==> src/hdl/slist_pkg.sv <==
// Types, codes and sizing constants of the sequential list engine.
package slist_pkg;

    localparam int CAPACITY   = 64;
    localparam int DATA_WIDTH = 32;
    localparam int IDX_W      = $clog2(CAPACITY);
    localparam int CNT_W      = $clog2(CAPACITY + 1);

    localparam logic [2:0] OP_APPEND       = 3'd0;
    localparam logic [2:0] OP_PREPEND      = 3'd1;
    localparam logic [2:0] OP_REMOVE_LAST  = 3'd2;
    localparam logic [2:0] OP_REMOVE_FIRST = 3'd3;
    localparam logic [2:0] OP_FIND         = 3'd4;
    localparam logic [2:0] OP_REMOVE_AT    = 3'd5;

    localparam logic [2:0] ST_OK        = 3'd0;
    localparam logic [2:0] ST_FULL      = 3'd1;
    localparam logic [2:0] ST_EMPTY     = 3'd2;
    localparam logic [2:0] ST_NOT_FOUND = 3'd3;
    localparam logic [2:0] ST_RANGE     = 3'd4;

    typedef struct packed {
        logic [2:0]         op;
        logic signed [31:0] value;
        logic [5:0]         position;
    } cmd_t;

    typedef struct packed {
        logic [2:0]         status;
        logic signed [31:0] data;
        logic [6:0]         found_index;
        logic [6:0]         count;
    } rsp_t;

    typedef struct packed {
        logic                  we;
        logic [IDX_W-1:0]      waddr;
        logic [DATA_WIDTH-1:0] wdata;
        logic                  re;
        logic [IDX_W-1:0]      raddr;
    } ram_req_t;

    typedef enum logic [2:0] {
        S_IDLE,
        S_UP,
        S_PUT0,
        S_DOWN,
        S_FIND,
        S_DONE
    } state_t;

endpackage

==> src/hdl/slist_ram.sv <==
// Generic simple dual-port RAM: one write port, one registered read port.
module slist_ram #(
    parameter int DEPTH  = 64,
    parameter int WIDTH  = 32,
    parameter int ADDR_W = $clog2(DEPTH)
) (
    input  logic              clk,
    input  logic              we,
    input  logic [ADDR_W-1:0] waddr,
    input  logic [WIDTH-1:0]  wdata,
    input  logic              re,
    input  logic [ADDR_W-1:0] raddr,
    output logic [WIDTH-1:0]  rdata
);

    logic [WIDTH-1:0] mem [DEPTH];

    always_ff @(posedge clk)
    begin
        if (we)
        begin
            mem[waddr] <= wdata;
        end
        if (re)
        begin
            rdata <= mem[raddr];
        end
    end

endmodule

==> src/hdl/slist_ctrl.sv <==
// Sequencer that walks the element memory for each list operation.
module slist_ctrl (
    input  logic                               clk,
    input  logic                               rst_n,
    input  logic                               cmd_valid,
    input  slist_pkg::cmd_t                    cmd,
    output logic                               busy,
    output slist_pkg::ram_req_t                ram_req,
    input  logic [slist_pkg::DATA_WIDTH-1:0]   ram_rdata,
    output logic                               res_valid,
    input  logic                               res_ready,
    output slist_pkg::rsp_t                    res
);

    slist_pkg::state_t state_reg, state_next;

    logic [slist_pkg::DATA_WIDTH-1:0] val_reg, val_next;
    logic [slist_pkg::DATA_WIDTH-1:0] data_reg, data_next;
    logic [slist_pkg::IDX_W-1:0]      ptr_reg, ptr_next;
    logic [slist_pkg::CNT_W-1:0]      cnt_reg, cnt_next;
    logic [slist_pkg::CNT_W-1:0]      found_reg, found_next;
    logic [2:0]                       status_reg, status_next;
    logic                             first_reg, first_next;

    logic                             full;
    logic                             empty;
    logic                             more;
    logic                             match;
    logic                             pos_bad;
    logic [slist_pkg::IDX_W-1:0]      last_idx;

    assign full     = (cnt_reg == slist_pkg::CNT_W'(slist_pkg::CAPACITY));
    assign empty    = (cnt_reg == '0);
    assign more     = ((slist_pkg::CNT_W'(ptr_reg) + slist_pkg::CNT_W'(1)) < cnt_reg);
    assign match    = (ram_rdata == val_reg);
    assign pos_bad  = (slist_pkg::CNT_W'(cmd.position) >= cnt_reg);
    assign last_idx = slist_pkg::IDX_W'(cnt_reg - slist_pkg::CNT_W'(1));

    always_ff @(posedge clk or negedge rst_n)
    begin
        if (!rst_n)
        begin
            state_reg <= slist_pkg::S_IDLE;
            cnt_reg   <= '0;
        end
        else
        begin
            state_reg <= state_next;
            cnt_reg   <= cnt_next;
        end
    end

    always_ff @(posedge clk)
    begin
        val_reg    <= val_next;
        data_reg   <= data_next;
        ptr_reg    <= ptr_next;
        found_reg  <= found_next;
        status_reg <= status_next;
        first_reg  <= first_next;
    end

    // Next state.
    always_comb
    begin
        state_next = state_reg;
        unique case (state_reg)
            slist_pkg::S_IDLE:
            begin
                if (cmd_valid)
                begin
                    unique case (cmd.op) inside
                        slist_pkg::OP_APPEND:
                            state_next = slist_pkg::S_DONE;
                        slist_pkg::OP_PREPEND:
                            state_next = (full || empty) ? slist_pkg::S_DONE : slist_pkg::S_UP;
                        slist_pkg::OP_REMOVE_LAST, slist_pkg::OP_REMOVE_FIRST:
                            state_next = empty ? slist_pkg::S_DONE : slist_pkg::S_DOWN;
                        slist_pkg::OP_FIND:
                            state_next = empty ? slist_pkg::S_DONE : slist_pkg::S_FIND;
                        slist_pkg::OP_REMOVE_AT:
                            state_next = pos_bad ? slist_pkg::S_DONE : slist_pkg::S_DOWN;
                        default:
                            state_next = slist_pkg::S_DONE;
                    endcase
                end
            end
            slist_pkg::S_UP:
                state_next = (ptr_reg == '0) ? slist_pkg::S_PUT0 : slist_pkg::S_UP;
            slist_pkg::S_PUT0:
                state_next = slist_pkg::S_DONE;
            slist_pkg::S_DOWN:
                state_next = more ? slist_pkg::S_DOWN : slist_pkg::S_DONE;
            slist_pkg::S_FIND:
                state_next = (match || !more) ? slist_pkg::S_DONE : slist_pkg::S_FIND;
            slist_pkg::S_DONE:
                state_next = res_ready ? slist_pkg::S_IDLE : slist_pkg::S_DONE;
            default:
                state_next = slist_pkg::S_IDLE;
        endcase
    end

    // Datapath updates and memory requests.
    always_comb
    begin
        val_next    = val_reg;
        data_next   = data_reg;
        ptr_next    = ptr_reg;
        cnt_next    = cnt_reg;
        found_next  = found_reg;
        status_next = status_reg;
        first_next  = first_reg;
        ram_req     = '0;

        unique case (state_reg)
            slist_pkg::S_IDLE:
            begin
                if (cmd_valid)
                begin
                    val_next    = slist_pkg::DATA_WIDTH'(cmd.value);
                    data_next   = '0;
                    found_next  = '0;
                    status_next = slist_pkg::ST_OK;
                    first_next  = 1'b1;
                    unique case (cmd.op) inside
                        slist_pkg::OP_APPEND:
                        begin
                            if (full)
                            begin
                                status_next = slist_pkg::ST_FULL;
                            end
                            else
                            begin
                                ram_req.we    = 1'b1;
                                ram_req.waddr = slist_pkg::IDX_W'(cnt_reg);
                                ram_req.wdata = slist_pkg::DATA_WIDTH'(cmd.value);
                                cnt_next      = cnt_reg + slist_pkg::CNT_W'(1);
                            end
                        end
                        slist_pkg::OP_PREPEND:
                        begin
                            if (full)
                            begin
                                status_next = slist_pkg::ST_FULL;
                            end
                            else if (empty)
                            begin
                                ram_req.we    = 1'b1;
                                ram_req.waddr = '0;
                                ram_req.wdata = slist_pkg::DATA_WIDTH'(cmd.value);
                                cnt_next      = cnt_reg + slist_pkg::CNT_W'(1);
                            end
                            else
                            begin
                                ram_req.re    = 1'b1;
                                ram_req.raddr = last_idx;
                                ptr_next      = last_idx;
                            end
                        end
                        slist_pkg::OP_REMOVE_LAST:
                        begin
                            if (empty)
                            begin
                                status_next = slist_pkg::ST_EMPTY;
                            end
                            else
                            begin
                                ram_req.re    = 1'b1;
                                ram_req.raddr = last_idx;
                                ptr_next      = last_idx;
                            end
                        end
                        slist_pkg::OP_REMOVE_FIRST:
                        begin
                            if (empty)
                            begin
                                status_next = slist_pkg::ST_EMPTY;
                            end
                            else
                            begin
                                ram_req.re = 1'b1;
                                ptr_next   = '0;
                            end
                        end
                        slist_pkg::OP_FIND:
                        begin
                            if (empty)
                            begin
                                status_next = slist_pkg::ST_NOT_FOUND;
                            end
                            else
                            begin
                                ram_req.re = 1'b1;
                                ptr_next   = '0;
                            end
                        end
                        slist_pkg::OP_REMOVE_AT:
                        begin
                            if (pos_bad)
                            begin
                                status_next = slist_pkg::ST_RANGE;
                            end
                            else
                            begin
                                ram_req.re    = 1'b1;
                                ram_req.raddr = slist_pkg::IDX_W'(cmd.position);
                                ptr_next      = slist_pkg::IDX_W'(cmd.position);
                            end
                        end
                        default:
                        begin
                        end
                    endcase
                end
            end
            slist_pkg::S_UP:
            begin
                // The element read last cycle moves up one place while the next
                // lower one is read.
                ram_req.we    = 1'b1;
                ram_req.waddr = ptr_reg + slist_pkg::IDX_W'(1);
                ram_req.wdata = ram_rdata;
                if (ptr_reg != '0)
                begin
                    ram_req.re    = 1'b1;
                    ram_req.raddr = ptr_reg - slist_pkg::IDX_W'(1);
                    ptr_next      = ptr_reg - slist_pkg::IDX_W'(1);
                end
            end
            slist_pkg::S_PUT0:
            begin
                ram_req.we    = 1'b1;
                ram_req.waddr = '0;
                ram_req.wdata = val_reg;
                cnt_next      = cnt_reg + slist_pkg::CNT_W'(1);
            end
            slist_pkg::S_DOWN:
            begin
                // The first word read is the element removed; every later one
                // moves down one place.
                if (first_reg)
                begin
                    data_next  = ram_rdata;
                    first_next = 1'b0;
                end
                else
                begin
                    ram_req.we    = 1'b1;
                    ram_req.waddr = ptr_reg - slist_pkg::IDX_W'(1);
                    ram_req.wdata = ram_rdata;
                end
                if (more)
                begin
                    ram_req.re    = 1'b1;
                    ram_req.raddr = ptr_reg + slist_pkg::IDX_W'(1);
                    ptr_next      = ptr_reg + slist_pkg::IDX_W'(1);
                end
                else
                begin
                    cnt_next = cnt_reg - slist_pkg::CNT_W'(1);
                end
            end
            slist_pkg::S_FIND:
            begin
                if (match)
                begin
                    found_next = slist_pkg::CNT_W'(ptr_reg) + slist_pkg::CNT_W'(1);
                end
                else if (more)
                begin
                    ram_req.re    = 1'b1;
                    ram_req.raddr = ptr_reg + slist_pkg::IDX_W'(1);
                    ptr_next      = ptr_reg + slist_pkg::IDX_W'(1);
                end
                else
                begin
                    status_next = slist_pkg::ST_NOT_FOUND;
                end
            end
            slist_pkg::S_DONE:
            begin
            end
            default:
            begin
            end
        endcase
    end

    assign busy              = (state_reg != slist_pkg::S_IDLE);
    assign res_valid         = (state_reg == slist_pkg::S_DONE);
    assign res.status        = status_reg;
    assign res.data          = 32'(data_reg);
    assign res.found_index   = 7'(found_reg);
    assign res.count         = 7'(cnt_reg);

endmodule

==> src/hdl/sequential_list_engine.sv <==
// Top level of the sequential list engine: sequencer, element memory, result register.
//
// A fixed-capacity array list (64 elements) kept packed from index 0. One
// command transfer on cmd/cmd_valid/cmd_stall carries an operation; exactly
// one response transfer on rsp/rsp_valid/rsp_stall follows for it, in order.
// Operations: append, prepend, remove last, remove first, find, remove at
// position. The response gives status, removed data, one-based find position
// and the element count after the operation.
// One command is worked at a time; cmd_stall is high while it is in flight.
// Append, unknown operations, prepend onto an empty list and every rejected
// command go straight to the response; prepend otherwise moves each element
// up one place from the top, then writes index 0; remove at position (remove
// last and remove first included) moves every later element down one place;
// find reads from index 0 until a match or the end of the list.
// The walk is paced by the element memory: one read and one write per cycle,
// with read data arriving in the cycle after its address.
// The response sits in an output register, so a stalled response holds while
// the engine already takes and works the next command; that command then
// waits to finish until the register frees.
// Reset empties the list (count zero); memory contents are not cleared.
module sequential_list_engine (
    input  logic            clk,
    input  logic            rst_n,
    input  logic            cmd_valid,
    output logic            cmd_stall,
    input  slist_pkg::cmd_t cmd,
    output logic            rsp_valid,
    input  logic            rsp_stall,
    output slist_pkg::rsp_t rsp
);

    slist_pkg::ram_req_t              ram_req;
    logic [slist_pkg::DATA_WIDTH-1:0] ram_rdata;
    logic                             busy;
    logic                             res_valid;
    logic                             res_ready;
    slist_pkg::rsp_t                  res;

    logic                             rsp_valid_reg, rsp_valid_next;
    slist_pkg::rsp_t                  rsp_reg, rsp_next;

    slist_ctrl u_ctrl (
        .clk       (clk),
        .rst_n     (rst_n),
        .cmd_valid (cmd_valid),
        .cmd       (cmd),
        .busy      (busy),
        .ram_req   (ram_req),
        .ram_rdata (ram_rdata),
        .res_valid (res_valid),
        .res_ready (res_ready),
        .res       (res)
    );

    slist_ram #(
        .DEPTH (slist_pkg::CAPACITY),
        .WIDTH (slist_pkg::DATA_WIDTH)
    ) u_ram (
        .clk   (clk),
        .we    (ram_req.we),
        .waddr (ram_req.waddr),
        .wdata (ram_req.wdata),
        .re    (ram_req.re),
        .raddr (ram_req.raddr),
        .rdata (ram_rdata)
    );

    assign res_ready = !rsp_valid_reg || !rsp_stall;

    always_comb
    begin
        rsp_valid_next = rsp_valid_reg;
        rsp_next       = rsp_reg;
        if (res_valid && res_ready)
        begin
            rsp_valid_next = 1'b1;
            rsp_next       = res;
        end
        else if (!rsp_stall)
        begin
            rsp_valid_next = 1'b0;
        end
    end

    always_ff @(posedge clk or negedge rst_n)
    begin
        if (!rst_n)
        begin
            rsp_valid_reg <= 1'b0;
        end
        else
        begin
            rsp_valid_reg <= rsp_valid_next;
        end
    end

    always_ff @(posedge clk)
    begin
        rsp_reg <= rsp_next;
    end

    assign cmd_stall = busy;
    assign rsp_valid = rsp_valid_reg;
    assign rsp       = rsp_reg;

endmodule

==> config.mk <==
export PLATFORM = sky130hd
export DESIGN_NAME = sequential_list_engine
export DESIGN_NICKNAME = d
export VERILOG_FILES = /design/src/hdl/slist_pkg.sv /design/src/hdl/slist_ram.sv /design/src/hdl/slist_ctrl.sv /design/src/hdl/sequential_list_engine.sv
export SDC_FILE = /design/constraint.sdc
export NUM_CORES = 2
export LEC_CHECK = 0
export BUFFER_PORTS_ARGS = -buffer_cell sky130_fd_sc_hd__buf_2
export CORE_MARGIN = 2
export CORE_UTILIZATION = 45
export CTS_CLUSTER_SIZE = 8
export DETAILED_ROUTE_END_ITERATION = 8
export GPL_TIMING_DRIVEN = 0
export PLACE_DENSITY = 0.61
export SETUP_SLACK_MARGIN = 0.05
export SYNTH_ARGS = -nofsm -noshare
export SYNTH_HDL_FRONTEND = slang
export SYNTH_SLANG_ARGS = --single-unit
==> constraint.sdc <==
create_clock -name clk -period 5.62 [get_ports clk]
set_input_delay 1.124 -clock clk [delete_from_list [all_inputs] [get_ports clk]]
set_output_delay 1.124 -clock clk [all_outputs]
set_load 0.01 [all_outputs]
Word level (Yosys, flattened, before mapping)
Memories as Yosys holds them, arrays and structs flattened. A register that Yosys moved wholly into a read port is not among the register bits.
Cells that the tools add are included.
- register bits after elaboration: 141
- bits in writable memories: 2048
- bits of input ports: 45
- output and inout bits: 51
- word-level logic and storage cells: 140
- memories: 1
- memories (memory ; depth ; width ; read ports ; clocked after Yosys merged registers in ; write ports ; RTL line ; source):
    u_ram.mem ; 64 ; 32 ; 1 ; 1 ; 1 ; slist_ram.sv:16 ; logic [WIDTH-1:0] mem [DEPTH];
- add/sub/neg operators: 5
- order comparisons: 2
- equality and inequality tests: 27
- muxes and demuxes: 65
- reduce and logical (&&, ||, !) cells: 27
- operators by type and width (cell ; count):
    39-bit case mux with 4 select lines ; 1
    39-bit two-way mux ; 3
    46-bit two-way mux ; 2
    7-bit two-way mux ; 12
    39-bit case mux with 2 select lines ; 1
    32-bit two-way mux ; 2
    32-bit case mux with 2 select lines ; 1
    6-bit two-way mux ; 8
    6-bit case mux with 4 select lines ; 2
    32-bit equality test ; 1
    3-bit two-way mux ; 10
    7-bit case mux with 2 select lines ; 2
    7-bit case mux with 4 select lines ; 1
    3-bit case mux with 4 select lines ; 2
    7-bit case mux with 3 select lines ; 1
    3-bit case mux with 6 select lines ; 1
    6-bit case mux with 3 select lines ; 1
    3-bit by 2-bit equality test with 1-bit output (second input constant) ; 4
    3-bit equality test (second input constant) ; 4
    3-bit inequality test (second input constant) ; 4
    1-bit two-way mux ; 9
    2-bit by 1-bit inequality test with 1-bit output (second input constant) ; 4
    2-bit inequality test (second input constant) ; 4
    8-bit AND reduction ; 1
    other kinds (31) ; 45

Longest topological paths before layout
- depth after elaboration: 8
- depth in mapped cells: 21
- mapped depth without buffers: 15

Hierarchy
A second synthesis with hierarchy kept.
- cells, all modules: 4069
- area, all modules: 86206.4 um^2
- modules (own cells, without submodules) (module ; times used ; cells each ; area each (um^2) ; seq. area each (um^2)):
    slist_ram ; 1 ; 3464 ; 78995.8 ; 62459.9
    slist_ctrl ; 1 ; 552 ; 5691.7 ; 2682.6
    sequential_list_engine ; 1 ; 53 ; 1519.0 ; 1496.4

Worst setup path after synthesis
Ideal clock, no wire load.
- kind: input-to-reg
- start point: in cmd_valid
- end point: mem u_ram.mem[14][0] (enable)
- library setup time: 421 ps
- data arrival time: 4475 ps
- data required time: 5199 ps
- setup slack: 724 ps
- stages: 8
- path buffers: 2
- cell sequence: or4b_1 > buf_2 > nor4_1 > and2_1 > a221oi_1 > or3_1 > clkbuf_1 > nor2_1
- word-level cells in the longest chain between the ends: 4
- RTL lines (element ; RTL line ; source):
    start, declared ; sequential_list_engine.sv:24 ; input logic cmd_valid,
    46-bit two-way mux (*) ; slist_ctrl.sv:118 ; if (cmd_valid)
    39-bit case mux with 4 select lines (*) ; slist_ctrl.sv:115 ; unique case (state_reg)
    1-bit two-way mux ; slist_ram.sv:20 ; if (we)
    1-bit two-way mux (not written as such) ; slist_ram.sv:22 ; mem[waddr] <= wdata;
    end, declared ; slist_ram.sv:16 ;
Mark *: on every way between the ends. The rest lies on a longest branch, timed or not.

Final worst setup path
- start point: reg u_ctrl.ptr_reg[1] (netlist bit)
- end point: reg u_ram.rdata[30], read port of u_ram.mem, data pin
- word-level cells in the longest chain between the ends: 5
- elaborated cells between the ends (all ways): 9
- those cells by class: 3 x add/sub; 1 x order compare; 4 x mux; 1 x reduce/logical
- RTL lines (element ; RTL line ; source):
    start, declared ; slist_ctrl.sv:19 ; logic [slist_pkg::IDX_W-1:0] ptr_reg, ptr_next;
    start signal, assigned ; slist_ctrl.sv:57 ; ptr_reg <= ptr_next;
    6-bit by 1-bit adder with 7-bit output ; slist_ctrl.sv:34 ; assign more = ((slist_pkg::CNT_W'(ptr_reg) + slist_pkg::CNT_W'(1)) < cnt_reg);
    7-bit less-than comparator ; slist_ctrl.sv:34 ;
    7-bit two-way mux ; slist_ctrl.sv:252, slist_ctrl.sv:269 ;
    7-bit two-way mux ; slist_ctrl.sv:265 ; if (match)
    7-bit case mux with 4 select lines (*) ; slist_ctrl.sv:115 ;
    end, declared ; slist_ram.sv:13 ; output logic [WIDTH-1:0] rdata
Marks and branches as above.
A chain may end at the register's enable or synchronous reset.

==> flow_summary.toml <==
[run_status]
outcome = "finished with violations"
violations = "setup timing"

[yosys]
synth_flop_cell = "edfxtp_1"
syn-instance-count = 5783
avgSynthCellArea_sq_um = 15.2
synth_top_area_cell = "edfxtp_1"
synth.area.top_cells = "edfxtp_1 76%, mux2i_1 5.2%, nand2_1 3.5%, nand3_1 2.1%, nor2_1 1.5%"
synth_seq_cells = 2221
synth_area_sq_um = 87600
syn_nets = 5846
async_reset_ff_share_pct = 0.495
yosysSeqAreaShare_pct = 76.0
synth_top_cell_area_share_pct = 75.7
synth_warnings = 0
synth_enable_flop_cells = 2210
ys_types = 80

[global_routing]
grt_antenna_before_repair = 21
grt.overflow.total = 0
grt_pass1_wl_mm = 402
grt_max_degree = 65
grt.total_usage_pct = 28.9
grt_pass1_vias = 53200

[final_layout]
finalInstanceArea_sq_um = 105000
largest_register_ffs = 2048
syn_to_final_growth_pct = 19.4
drive_gt1_share_pct = 18.4
layout_common_cells = "2,210 x edfxtp_1, 816 x nand2_1, 453 x mux2i_1"
seq_area_sq_um = 66600
layout_commonest_cell = "edfxtp_1"
nets = 6416
nFillCells = 15200
final_core_util_pct = 54.2
multi_input_area_sq_um = 21200

[run]
maxCapViolations = 0

[place]
hpwl_mm = 197
portBuffers = 92
placed_area_sq_um = 93900
gp_congestion = 0.970

[timing]
clock_skew_ns = 0.0871
relSlewSlack_pct = 8.98
period_needed_ns = 5.63
max_freq_ghz = 0.178
rsz0062_at_grt = "yes"
drv_slew = 0
final_hold_viol_count = 0
finalCritPeriodShare_pct = 100
report.final.setup_viol = 1
fin_ws_ns = -0.0101
worstMarginPinSlew_ns = 1.37

[clock_tree]
cts-root-buf = "clkbuf_16"
clock-sinks = 2221
clock_path_buffers = 4
clk_pin_slew_ns = 0.05
ctsHoldBuffers = 0
clk_latency_ns = 0.96
htree_levels = 5
cts_buffers = 328
cts_tree = "yes"

[worst_setup_path]
path_class = "register to register"
setup.worst_path.end_class = "register"
worstPathArrival_ns = 6.36
crit_required_ns = 6.35
critPathLaunchType = "register"
crit_fanout = 10

[route]
vias = 55700
dr.pass1.iters = 8
drtIter0Drc = 8964
wl_per_cell_um = 32.7
drtAntennaViolNets = 0
wl_mm = 291
drc = 0
viasPerCell = 6.26

[floorplan]
core_area_sq_um = 193000
dieWidth_um = 445
ios = 96
die_area_sq_um = 198000
start_util_pct = 45.4
die_y_um = 445
fp-row-count = 161

[power_and_ir_drop]
p_per_area_nw_per_um2 = 655
p_int_mw = 39.3
combinationalPowerShare_pct = 44.9
p_clk_share_pct = 24.7
peakVddDrop_mv = 0.443
swShare_pct = 42.7
p_switching_mw = 29.3
p_leak_nw = 35.0
p_seq_share_pct = 30.4

[hold_path]
min_path_type = "input pin to asynchronous set/reset pin"
==> timing repair <==
| item | CTS | global route |
|---|---|---|
| endpoints found under the setup margin | 37 | 471 |
| pin swaps | 24 | 26 |
| setup buffers | 13 | 40 |
| gates resized for setup | 343 | 63 |
==> path summary, 6_finish.rpt <==
kind,start,end,slack [ns],cells past startpoint
min in group clk,cmd[19],u_ctrl.val_reg[13]$_DFFE_PP_,0.41,1
hold reg to reg,u_ctrl.data_reg[31]$_SDFFCE_PN0P_,rsp[45]$_DFFE_PP_,0.41,0
hold / removal,rst_n,u_ctrl.cnt_reg[6]$_DFFE_PN0P_,0.07,1
setup / recovery,u_ctrl.ptr_reg[1]$_DFFE_PP_,u_ram.rdata[30]$_DFFE_PP_,-0.01,18
max in group asynchronous,rst_n,u_ctrl.state_reg[2]$_DFFE_PN0N_,5.31,1
setup reg to reg,u_ctrl.ptr_reg[1]$_DFFE_PP_,u_ram.rdata[30]$_DFFE_PP_,-0.01,18
==> final cells by class <==
type / instances / area share, %
diodes: 4 / 0.00956
plain buffers: 354 / 1.82
clock buffers: 348 / 7.99
clock inverters: 10 / 0.0980
inverters: 54 / 0.237
multi-input cells: 3153 / 20.2
flip-flops and latches: 2221 / 63.7
well taps: 2526 / 3.02
repair buffers: 241 / 2.96
==> logic make-up (layout without fill, tap and decap cells) <==
logic type	after synthesis	count (layout)	share of synthesized area, %
xor+xnor	51	51	0.510
simple gates	1825	1825	9.19
buf+inv	409	1007	2.17
other cells	0	4	0
compound gates	800	800	6.59
mux	459	459	5.25
fa+ha+maj	18	18	0.257
flops	2221	2221	76.0
==> worst max-delay path: stages (launching register included) <==
cell	delay, ns
edfxtp_1	0.46
ha_1	0.26
xor2_1	0.22
buf_2	0.30
ha_1	0.30
a21o_1	0.17
a31oi_2	0.25
o21ai_4	0.14
a211oi_2	0.32
buf_4	0.28
a211o_1	0.18
buf_4	0.31
buf_4	0.28
buf_4	0.31
mux2i_1	0.14
mux2i_2	0.39
a211oi_1	0.22
a211oi_1	0.45
o221a_1	0.43
==> synth_stat cells, types with 6 or more instances <==
master / n
a22o_1: 26
nor2_1: 348
and2_1: 38
mux2i_1: 454
or2_2: 7
a211oi_1: 50
a21oi_1: 165
o22ai_1: 123
o21ai_0: 53
nand2_1: 822
buf_4: 27
or3_1: 10
a221o_1: 22
o31ai_1: 6
a22oi_1: 39
xor2_1: 6
buf_1: 35
inv_1: 51
ha_1: 18
o32ai_1: 108
nand3_1: 366
dfrtp_1: 11
buf_2: 153
o2111ai_1: 6
clkbuf_1: 130
and3_1: 7
o22a_1: 6
nor4_1: 41
xnor2_1: 45
nor3_1: 104
nand4_1: 19
o221ai_1: 7
and4_1: 31
a222oi_1: 32
o2bb2ai_1: 22
a221oi_1: 38
edfxtp_1: 2210
buf_6: 10
a31oi_1: 50
==> layer usage <==
metal	routed length [um]	global-route usage, %	vias up
met5	46	0	-
met4	18500	16.3	8
met3	36800	8.63	657
met2	125000	41.9	3709
met1	110000	38.9	28000
li1	-	-	23300
==> power by group through the flow <==
stage,Combinational [mW],Clock (mW),Sequential [mW]
final,30.8,17.0,20.8
after global routing,31.5,17.7,20.8
after CTS,29.4,17.0,20.8
after detailed placement,27.6,0,21.1
after global placement,26.7,0,21.3
after floorplan,14.7,0,21.1
==> per-stage QoR <==
stage	total power [mW]	cells	setup WS, ns	setup TNS (ns)	hold WS [ns]
2_1_floorplan	35.8	5783	0.724	0	0.400
3_3_place_gp	48.1	8401	-1.91	-3391.00	0.402
3_5_place_dp	48.7	8497	-1.85	-42.24	0.405
4_1_cts	67.2	8868	0.0502	0	0.0366
5_1_grt	70.1	8907	0.00252	0	0.0538
6_report	68.5	8911	-0.0101	-0.0101	0.0722
Note: power is estimated with default switching activity, not from simulation.
